$ cat src/rtl/core/pidaw_pkg.sv
`timescale 1ns / 1ps
package pidaw_pkg;

  localparam int unsigned DataW    = 32;
  localparam int unsigned MsW      = 16;
  localparam int unsigned InTdataW = 80;
  localparam int unsigned AddrW    = 5;
  localparam int unsigned RegIdxW  = 3;
  localparam int unsigned StepW    = 5;
  localparam int unsigned MagW     = 33;
  localparam int unsigned ProdW    = 64;
  localparam int unsigned AccW     = 80;
  localparam int unsigned DivW     = 64;
  localparam int unsigned DivDigit = 4;
  localparam int unsigned DivCntW  = $clog2(DivW / DivDigit + 1);
  localparam int unsigned IncW     = 56;
  localparam int unsigned TotW     = 34;

  // Integral divisor after the Q16.16 shift: 2 * 1000 ms per second.
  localparam logic [MsW-1:0]  IntegDivisor = MsW'(2000);
  localparam logic [MagW-1:0] DerivScale   = MagW'(1000);

  localparam logic [RegIdxW-1:0] RegGainP    = RegIdxW'(0);
  localparam logic [RegIdxW-1:0] RegGainI    = RegIdxW'(1);
  localparam logic [RegIdxW-1:0] RegGainD    = RegIdxW'(2);
  localparam logic [RegIdxW-1:0] RegOutMin   = RegIdxW'(3);
  localparam logic [RegIdxW-1:0] RegOutMax   = RegIdxW'(4);
  localparam logic [RegIdxW-1:0] RegIntegMin = RegIdxW'(5);
  localparam logic [RegIdxW-1:0] RegIntegMax = RegIdxW'(6);

  typedef enum logic [1:0] {XS_NONE, XS_ESUM, XS_DIFF} xsel_e;
  typedef enum logic [1:0] {MG_NONE, MG_P, MG_I, MG_D} magsel_e;
  typedef enum logic [2:0] {
    MU_NONE, MU_KX, MU_HI_MS, MU_LO_MS, MU_HI_K1000, MU_LO_K1000
  } mulsel_e;
  typedef enum logic [1:0] {AC_NONE, AC_LOAD, AC_SHADD, AC_MLOAD} accop_e;
  typedef enum logic [1:0] {DV_NONE, DV_INTEG, DV_DERIV} divop_e;
  typedef enum logic [2:0] {
    RS_NONE, RS_ERR, RS_PROP, RS_INC, RS_DERIV, RS_DRIVE
  } resop_e;
  typedef enum logic [1:0] {NX_STEP, NX_WAIT_DIV, NX_END} nxt_e;

  typedef struct packed {
    xsel_e   xsel;
    magsel_e mag;
    mulsel_e mul;
    accop_e  acc;
    divop_e  div;
    resop_e  res;
    nxt_e    nxt;
  } ucode_t;

  typedef struct packed {
    logic   load;
    logic   en;
    ucode_t uc;
  } dp_ctrl_t;

  typedef struct packed {
    logic div_busy;
  } dp_stat_t;

  typedef struct packed {
    logic signed [DataW-1:0] gain_p;
    logic signed [DataW-1:0] gain_i;
    logic signed [DataW-1:0] gain_d;
    logic signed [DataW-1:0] out_min;
    logic signed [DataW-1:0] out_max;
    logic signed [DataW-1:0] integ_min;
    logic signed [DataW-1:0] integ_max;
  } cfg_t;

  localparam logic signed [DataW-1:0] SMin = {1'b1, {(DataW-1){1'b0}}};
  localparam logic signed [DataW-1:0] SMax = {1'b0, {(DataW-1){1'b1}}};

  localparam cfg_t CfgReset = '{
    gain_p: '0, gain_i: '0, gain_d: '0,
    out_min: SMin, out_max: SMax, integ_min: SMin, integ_max: SMax
  };

  localparam ucode_t UcNop = '{
    xsel: XS_NONE, mag: MG_NONE, mul: MU_NONE, acc: AC_NONE,
    div: DV_NONE, res: RS_NONE, nxt: NX_STEP
  };

  // Microprogram: proportional term, integral increment, derivative, sum.
  function automatic ucode_t ucode_rom(input logic [StepW-1:0] step);
    ucode_t uc;
    uc = UcNop;
    case (step)
      StepW'(0): uc.res = RS_ERR;
      StepW'(1): begin
        uc.mag  = MG_P;
        uc.xsel = XS_ESUM;
      end
      StepW'(2): uc.mul = MU_KX;
      StepW'(3): begin
        uc.res = RS_PROP;
        uc.mag = MG_I;
      end
      StepW'(4): uc.mul = MU_KX;
      StepW'(5): uc.acc = AC_MLOAD;
      StepW'(6): uc.mul = MU_HI_MS;
      StepW'(7): begin
        uc.mul = MU_LO_MS;
        uc.acc = AC_LOAD;
      end
      StepW'(8): uc.acc = AC_SHADD;
      StepW'(9): begin
        uc.div  = DV_INTEG;
        uc.xsel = XS_DIFF;
      end
      StepW'(10): begin
        uc.mag = MG_D;
        uc.nxt = NX_WAIT_DIV;
      end
      StepW'(11): begin
        uc.res = RS_INC;
        uc.mul = MU_KX;
      end
      StepW'(12): uc.acc = AC_MLOAD;
      StepW'(13): uc.mul = MU_HI_K1000;
      StepW'(14): begin
        uc.mul = MU_LO_K1000;
        uc.acc = AC_LOAD;
      end
      StepW'(15): uc.acc = AC_SHADD;
      StepW'(16): uc.div = DV_DERIV;
      StepW'(17): uc.nxt = NX_WAIT_DIV;
      StepW'(18): uc.res = RS_DERIV;
      StepW'(19): begin
        uc.res = RS_DRIVE;
        uc.nxt = NX_END;
      end
      default: uc.nxt = NX_END;
    endcase
    return uc;
  endfunction

endpackage

$ cat src/rtl/core/pidaw_datapath.sv
`timescale 1ns / 1ps
module pidaw_datapath (
  input  logic                                clk_i,
  input  logic                                rst_ni,
  input  pidaw_pkg::dp_ctrl_t                 ctrl_i,
  input  pidaw_pkg::cfg_t                     cfg_i,
  input  logic signed [pidaw_pkg::DataW-1:0]  target_i,
  input  logic signed [pidaw_pkg::DataW-1:0]  sensed_i,
  input  logic        [pidaw_pkg::MsW-1:0]    elapsed_ms_i,
  output pidaw_pkg::dp_stat_t                 stat_o,
  output logic signed [pidaw_pkg::DataW-1:0]  drive_o
);
  import pidaw_pkg::*;

  localparam logic [ProdW-1:0] MagPos = ProdW'(SMax);
  localparam logic [ProdW-1:0] MagNeg = MagPos + ProdW'(1);

  // Saturating conversion of a magnitude and a sign to a signed word.
  function automatic logic signed [DataW-1:0] sat_mag(input logic [ProdW-1:0] m,
                                                      input logic neg);
    logic signed [DataW-1:0] r;
    if (neg) begin
      if (m > MagNeg) r = SMin;
      else r = $signed(-m[DataW-1:0]);
    end else begin
      if (m > MagPos) r = SMax;
      else r = $signed(m[DataW-1:0]);
    end
    return r;
  endfunction

  ucode_t uc;
  logic   en;

  // Item and history
  logic signed [DataW-1:0] tgt_q, sns_q, err_q;
  logic        [MsW-1:0]   ms_q;
  logic signed [DataW-1:0] integ_q, integ_d, last_err_q, last_sns_q;
  logic signed [DataW-1:0] prop_q, deriv_q, drive_q, drive_d, err_d;

  // Operands and products
  logic signed [MagW-1:0]  x_q, x_d, xsrc;
  logic signed [DataW-1:0] ksrc;
  logic        [DataW-1:0] kmag_q;
  logic        [MagW-1:0]  xmag_q;
  logic                    neg_p_q, neg_i_q, neg_d_q, neg_new;
  logic        [MagW-1:0]  mul_a, mul_b;
  logic        [2*MagW-1:0] mul_full;
  logic        [ProdW-1:0] prod_q, m_q;
  logic        [AccW-1:0]  acc_q;

  // Divider
  logic [DivW-1:0]    dvd_q, dv_q;
  logic [MsW-1:0]     dvs_q, rem_q, dv_r;
  logic [MsW:0]       dv_t;
  logic [DivCntW-1:0] cnt_q;

  // Result arithmetic
  logic signed [MagW-1:0] ediff;
  logic signed [IncW-1:0] inc_mag, inc_s, isum;
  logic signed [TotW-1:0] dsum;

  assign uc = ctrl_i.uc;
  assign en = ctrl_i.en;

  always_comb begin
    ediff = MagW'(tgt_q) - MagW'(sns_q);
    if (ediff[MagW-1] != ediff[MagW-2]) err_d = ediff[MagW-1] ? SMin : SMax;
    else err_d = $signed(ediff[DataW-1:0]);

    case (uc.xsel)
      XS_ESUM: x_d = MagW'(err_q) + MagW'(last_err_q);
      XS_DIFF: x_d = MagW'(sns_q) - MagW'(last_sns_q);
      default: x_d = x_q;
    endcase

    case (uc.mag)
      MG_P:    ksrc = cfg_i.gain_p;
      MG_I:    ksrc = cfg_i.gain_i;
      MG_D:    ksrc = cfg_i.gain_d;
      default: ksrc = cfg_i.gain_p;
    endcase
    xsrc    = (uc.mag == MG_P) ? MagW'(err_q) : x_q;
    neg_new = ksrc[DataW-1] ^ xsrc[MagW-1];

    case (uc.mul)
      MU_KX: begin
        mul_a = {1'b0, kmag_q};
        mul_b = xmag_q;
      end
      MU_HI_MS: begin
        mul_a = {1'b0, m_q[ProdW-1:DataW]};
        mul_b = MagW'(ms_q);
      end
      MU_LO_MS: begin
        mul_a = {1'b0, m_q[DataW-1:0]};
        mul_b = MagW'(ms_q);
      end
      MU_HI_K1000: begin
        mul_a = {1'b0, m_q[ProdW-1:DataW]};
        mul_b = DerivScale;
      end
      MU_LO_K1000: begin
        mul_a = {1'b0, m_q[DataW-1:0]};
        mul_b = DerivScale;
      end
      default: begin
        mul_a = '0;
        mul_b = '0;
      end
    endcase
    mul_full = (2*MagW)'(mul_a) * (2*MagW)'(mul_b);

    // The quotient of the integral division stays well below 2^53.
    inc_mag = $signed({1'b0, dvd_q[IncW-2:0]});
    inc_s   = neg_i_q ? -inc_mag : inc_mag;
    isum    = IncW'(integ_q) + inc_s;
    if (isum > IncW'(cfg_i.integ_max)) integ_d = cfg_i.integ_max;
    else if (isum < IncW'(cfg_i.integ_min)) integ_d = cfg_i.integ_min;
    else integ_d = $signed(isum[DataW-1:0]);

    dsum = TotW'(prop_q) + TotW'(integ_q) + TotW'(deriv_q);
    if (dsum > TotW'(cfg_i.out_max)) drive_d = cfg_i.out_max;
    else if (dsum < TotW'(cfg_i.out_min)) drive_d = cfg_i.out_min;
    else drive_d = $signed(dsum[DataW-1:0]);
  end

  // Restoring division, four quotient bits a cycle; the dividend register
  // fills up with the quotient from the bottom.
  always_comb begin
    dv_r = rem_q;
    dv_q = dvd_q;
    dv_t = '0;
    for (int j = 0; j < DivDigit; j++) begin
      dv_t = {dv_r, dv_q[DivW-1]};
      dv_q = {dv_q[DivW-2:0], 1'b0};
      if (dv_t >= {1'b0, dvs_q}) begin
        dv_t    = dv_t - {1'b0, dvs_q};
        dv_q[0] = 1'b1;
      end
      dv_r = dv_t[MsW-1:0];
    end
  end

  always_ff @(posedge clk_i or negedge rst_ni) begin
    if (!rst_ni) begin
      integ_q    <= '0;
      last_err_q <= '0;
      last_sns_q <= '0;
      cnt_q      <= '0;
    end else begin
      if (en && uc.res == RS_INC) integ_q <= integ_d;
      if (en && uc.res == RS_DRIVE) begin
        last_err_q <= err_q;
        last_sns_q <= sns_q;
      end
      if (en && uc.div != DV_NONE) cnt_q <= DivCntW'(DivW / DivDigit);
      else if (cnt_q != '0) cnt_q <= cnt_q - DivCntW'(1);
    end
  end

  always_ff @(posedge clk_i) begin
    if (ctrl_i.load) begin
      tgt_q <= target_i;
      sns_q <= sensed_i;
      ms_q  <= (elapsed_ms_i == '0) ? MsW'(1) : elapsed_ms_i;
    end
    if (en) begin
      x_q <= x_d;
      if (uc.res == RS_ERR) err_q <= err_d;
      if (uc.mag != MG_NONE) begin
        kmag_q <= ksrc[DataW-1] ? $unsigned(-ksrc) : $unsigned(ksrc);
        xmag_q <= xsrc[MagW-1] ? $unsigned(-xsrc) : $unsigned(xsrc);
      end
      if (uc.mag == MG_P) neg_p_q <= neg_new;
      if (uc.mag == MG_I) neg_i_q <= neg_new;
      // The derivative is taken negated.
      if (uc.mag == MG_D) neg_d_q <= !neg_new;
      if (uc.mul != MU_NONE) prod_q <= mul_full[ProdW-1:0];
      case (uc.acc)
        AC_LOAD:  acc_q <= AccW'(prod_q);
        AC_SHADD: acc_q <= {acc_q[AccW-DataW-1:0], {DataW{1'b0}}} + AccW'(prod_q);
        AC_MLOAD: m_q   <= prod_q;
        default:  ;
      endcase
      if (uc.res == RS_PROP) prop_q <= sat_mag({16'b0, prod_q[ProdW-1:16]}, neg_p_q);
      if (uc.res == RS_DERIV) deriv_q <= sat_mag(dvd_q, neg_d_q);
      if (uc.res == RS_DRIVE) drive_q <= drive_d;
    end
    if (en && uc.div != DV_NONE) begin
      dvd_q <= acc_q[AccW-1:AccW-DivW];
      dvs_q <= (uc.div == DV_INTEG) ? IntegDivisor : ms_q;
      rem_q <= '0;
    end else if (cnt_q != '0) begin
      dvd_q <= dv_q;
      rem_q <= dv_r;
    end
  end

  assign stat_o.div_busy = (cnt_q != '0);
  assign drive_o         = drive_q;

endmodule

$ cat config.mk
export PLATFORM = sky130hd
export DESIGN_NAME = pidaw_datapath
export DESIGN_NICKNAME = d
export VERILOG_FILES = /design/src/rtl/core/pidaw_pkg.sv /design/src/rtl/core/pidaw_datapath.sv
export SDC_FILE = /design/constraint.sdc
export NUM_CORES = 2
export LEC_CHECK = 0
export ABC_CLOCK_PERIOD_IN_PS = 12000
export BUFFER_PORTS_ARGS = -buffer_cell sky130_fd_sc_hd__buf_2
export CAP_MARGIN = 20
export CELL_PAD_IN_SITES_DETAIL_PLACEMENT = 1
export CELL_PAD_IN_SITES_GLOBAL_PLACEMENT = 1
export CORE_MARGIN = 10
export CORE_UTILIZATION = 50
export DETAILED_ROUTE_END_ITERATION = 8
export GPL_ROUTABILITY_DRIVEN = 0
export PLACE_DENSITY_LB_ADDON = 0.12
export SYNTH_ARGS = -nofsm -noshare
export SYNTH_HDL_FRONTEND = slang
export SYNTH_SLANG_ARGS = --single-unit
$ cat constraint.sdc
create_clock -name clk_i -period 12 [get_ports clk_i]
set_input_delay 1.2 -clock clk_i [delete_from_list [all_inputs] [get_ports clk_i]]
set_output_delay 1.2 -clock clk_i [all_outputs]
set_load 0.01 [all_outputs]
==> metrics <==
minimum clock period 11.14 ns; die height 432 um; Reg clk slew, reported paths 0.06 ns; PnR worst setup slack 0.863 ns; Core Rows 151; Internal 12.0 mW; Seq/Total Area, Yosys 24.4%; Slew HR 7.89%; Most used DFF post-synth edfxtp_1; dpl hpwl 249 mm; syn_nets 11300; VDD IR max 0.578 mV; 1st-iter DRT viols 5685; warnings from Yosys 0; Clock Tree Root clkbuf_16; CTS tree yes; top fanout value on the critical path 17; Async SR Flop Fraction 14.1%; actual slew at the worst max-slew pin 1.36 ns; Residual DRC 0; All-Layer GR Usage 32.2%; Clock Skew 0.0635 ns; post-CTS setup buffer count 0; Post-CTS Resized 0; vias per cell 5.95; Seq cells post-synth 714; endpoints failing setup 0; Period Utilization, post-route 92.8%; Switching Share 50.9%; Die Span X 432 um; Avg WL per Cell 25.7 um; drt total wl 304 mm; post-synthesis area per instance 9.14 um2; Largest stage delay, worst path 0.50 ns; Num CTS Buffers 85; critical path required time 12.54 ns; Slew Limit Fails 0; CTS H-tree depth 3; Hold Crit Class flip-flop to flip-flop; RSZ-0062 raised after global routing no; number of global-route vias before repair 76700; Mapped Area 85100 um2; port buffer count 354; share of layout cells above drive strength 1 9.27%; first-pass GRT wire length 462 mm; cells after synthesis 9310; library cells used by synthesis 99; initial antenna violation count 15; fin nets 11600; Clk pwr share 10.8%; combinational share of power 72.0%; DRT Pass-1 Iters 5; CTS Sinks 714; DR vias 70600; dpl ws 0.508 ns; Layout area overhead 9.24%; Fin. Hold Viols 0; EDFF count, synth 597; grt total ovfl 0; hold buffer count at cts 0; Worst Setup End Kind flip-flop; maxcap violations 0; Core Box Area 169000 um2; Detail Route Antenna Nets 0; largest net degree at the start of global routing 99; pwr dens 264 nW/um2; Crit-path slowest cell edfxtp_1; die area 187000 um2; Initial Util 50.2%; standby leakage power 44.0 nW; critical path type flip-flop to flip-flop; crit path DAT 11.68 ns; clock buffer depth 3; Top Ports 357; total negative slack 0 ns; Net Switching 12.5 mW; FMAX 89.8 MHz; startpoint types flip-flop; status completed; worst-skew pair later-pin latency 0.71 ns; Flop pwr share 17.2%
## power groups by stage
stage	Combinational [mW]	Sequential, mW	Clock [mW]
2_1_floorplan	12.5	3.81	0
3_3_place_gp	16.5	4.20	0
3_5_place_dp	17.3	4.22	0
4_1_cts	17.5	4.18	2.69
5_1_grt	19.4	4.23	2.79
6_report	17.7	4.20	2.66
## final timing paths
| check | startpoint | end | slack (ns) | cells after the start |
|---|---|---|---|---|
| max | dvs_q[1]$_SDFFCE_PN0P_ | rem_q[7]$_SDFFE_PP0P_ | 0.86 | 40 |
| min | prod_q[11]$_DFFE_PP_ | m_q[11]$_DFFE_PP_ | 0.44 | 0 |
| max reg2reg | dvs_q[1]$_SDFFCE_PN0P_ | rem_q[7]$_SDFFE_PP0P_ | 0.86 | 40 |
| min reg2reg | prod_q[11]$_DFFE_PP_ | m_q[11]$_DFFE_PP_ | 0.44 | 0 |
| max in group asynchronous | rst_ni | last_err_q[15]$_DFFE_PN0P_ | 10.04 | 2 |
| min in group asynchronous | rst_ni | integ_q[21]$_DFFE_PN0P_ | 0.64 | 1 |
## cell families (layout without fill, tap and decap cells)
group | after synthesis | in the layout | share of synthesized area (%)
AO/OA/AOI/OAI | 1588 | 1588 | 11.8
XOR/XNOR | 419 | 419 | 4.31
adder cells (fa/ha/maj) | 1699 | 1699 | 33.5
buffers and inverters | 1773 | 2092 | 7.85
flip-flops | 714 | 714 | 24.4
multiplexers | 266 | 266 | 3.26
other | 0 | 8 | 0
AND/OR/NAND/NOR | 2851 | 2851 | 14.8
## metrics by stage
| step | util [%] | hold WS [ns] | power [mW] | cell area [um2] | instances |
|---|---|---|---|---|---|
| 5_1_grt | 54.9 | 0.455 | 26.4 | 92900 | 11900 |
| 6_report | 54.9 | 0.437 | 24.5 | 92900 | 11900 |
| 3_3_place_gp | 53.1 | 0.431 | 20.7 | 90000 | 11700 |
| 2_1_floorplan | - | 0.421 | 16.3 | 85100 | 9310 |
| 3_5_place_dp | 53.1 | 0.435 | 21.5 | 90000 | 11700 |
| 4_1_cts | 54.8 | 0.424 | 24.3 | 92800 | 11800 |
## cells in the final DEF, fill, tap and decap left out, drive strengths merged, types with 34 or more instances in the layout
cell type  count
nand2       1507
inv         1387
fa           967
ha           726
edfxtp       597
nor2         560
buf          551
a21oi        438
o21ai        431
xnor2        299
mux2i        181
a21o         175
nor3         133
xor2         120
and2         116
clkbuf       106
dfrtp        101
nand3         97
mux2          85
o21a          80
nand2b        77
nand4         62
nor2b         62
o311ai        60
or3           52
a211oi        44
and3          43
o21bai        42
nor4          42
clkinv        36
a31oi         34
o31ai         34
## sequential cells by signal (all words and copies together), names as in the netlist, 33 cells and up
signal	cells
acc_q	80
dvd_q	64
m_q	64
prod_q	64
x_q	33
xmag_q	33
## area by class of cell
cell class | count | area, um2
antenna | 8 | 20.0
clock buffer | 104 | 2300
clock inverter | 54 | 539
fill | 19500 | 76400
inverter | 1381 | 5180
multi-input combinational | 6823 | 57900
sequential | 714 | 20800
tap | 2218 | 2780
timing repair buffer | 553 | 3390
## routing by layer
layer  GRT usage, %  part of all wire (%)  up-vias
met5              0                 0.022        -
met4           16.8                   6.2        8
met3           5.01                   6.5      756
met2           55.1                    49     2370
met1           39.1                    39    36100
li1               -                     -    31400
## worst max-delay path: cells and delay by family, from the launching register on
family                   cells  cell delay [ns]
multiplexers                 5             1.71
AND/OR/NAND/NOR              6             1.28
buffers and inverters        4             1.12
flip-flops                   1             0.50
AO/OA/AOI/OAI               21             4.93
adder cells (fa/ha/maj)      4             1.42
## cell usage after synthesis, drive strengths merged (13+ instances only)
cell type / n / area share, %
a2111oi: 14 / 0.14
a211oi: 44 / 0.39
a21boi: 13 / 0.11
a21o: 175 / 1.5
a21oi: 438 / 2.6
a22o: 15 / 0.15
a22oi: 17 / 0.15
a31oi: 34 / 0.25
and2: 116 / 0.85
and3: 43 / 0.32
buf: 38 / 0.19
clkbuf: 354 / 1.6
dfrtp: 101 / 3.0
dfxtp: 16 / 0.38
edfxtp: 597 / 21
fa: 967 / 23
ha: 726 / 11
inv: 1381 / 6.1
mux2: 85 / 1.1
mux2i: 181 / 2.1
nand2: 1507 / 6.7
nand2b: 77 / 0.58
nand3: 97 / 0.58
nand3b: 13 / 0.13
nand4: 62 / 0.46
nor2: 560 / 2.5
nor2b: 62 / 0.46
nor3: 133 / 0.80
nor3b: 13 / 0.11
nor4: 42 / 0.33
o2111ai: 15 / 0.15
o211ai: 31 / 0.27
o21a: 80 / 0.71
o21ai: 431 / 2.5
o21bai: 42 / 0.37
o22ai: 23 / 0.17
o311ai: 60 / 0.62
o31ai: 34 / 0.30
o41ai: 20 / 0.22
or2: 21 / 0.15
or3: 52 / 0.41
or4: 19 / 0.17
xnor2: 299 / 3.1
xor2: 120 / 1.2
(Power assumes the default switching activity.)
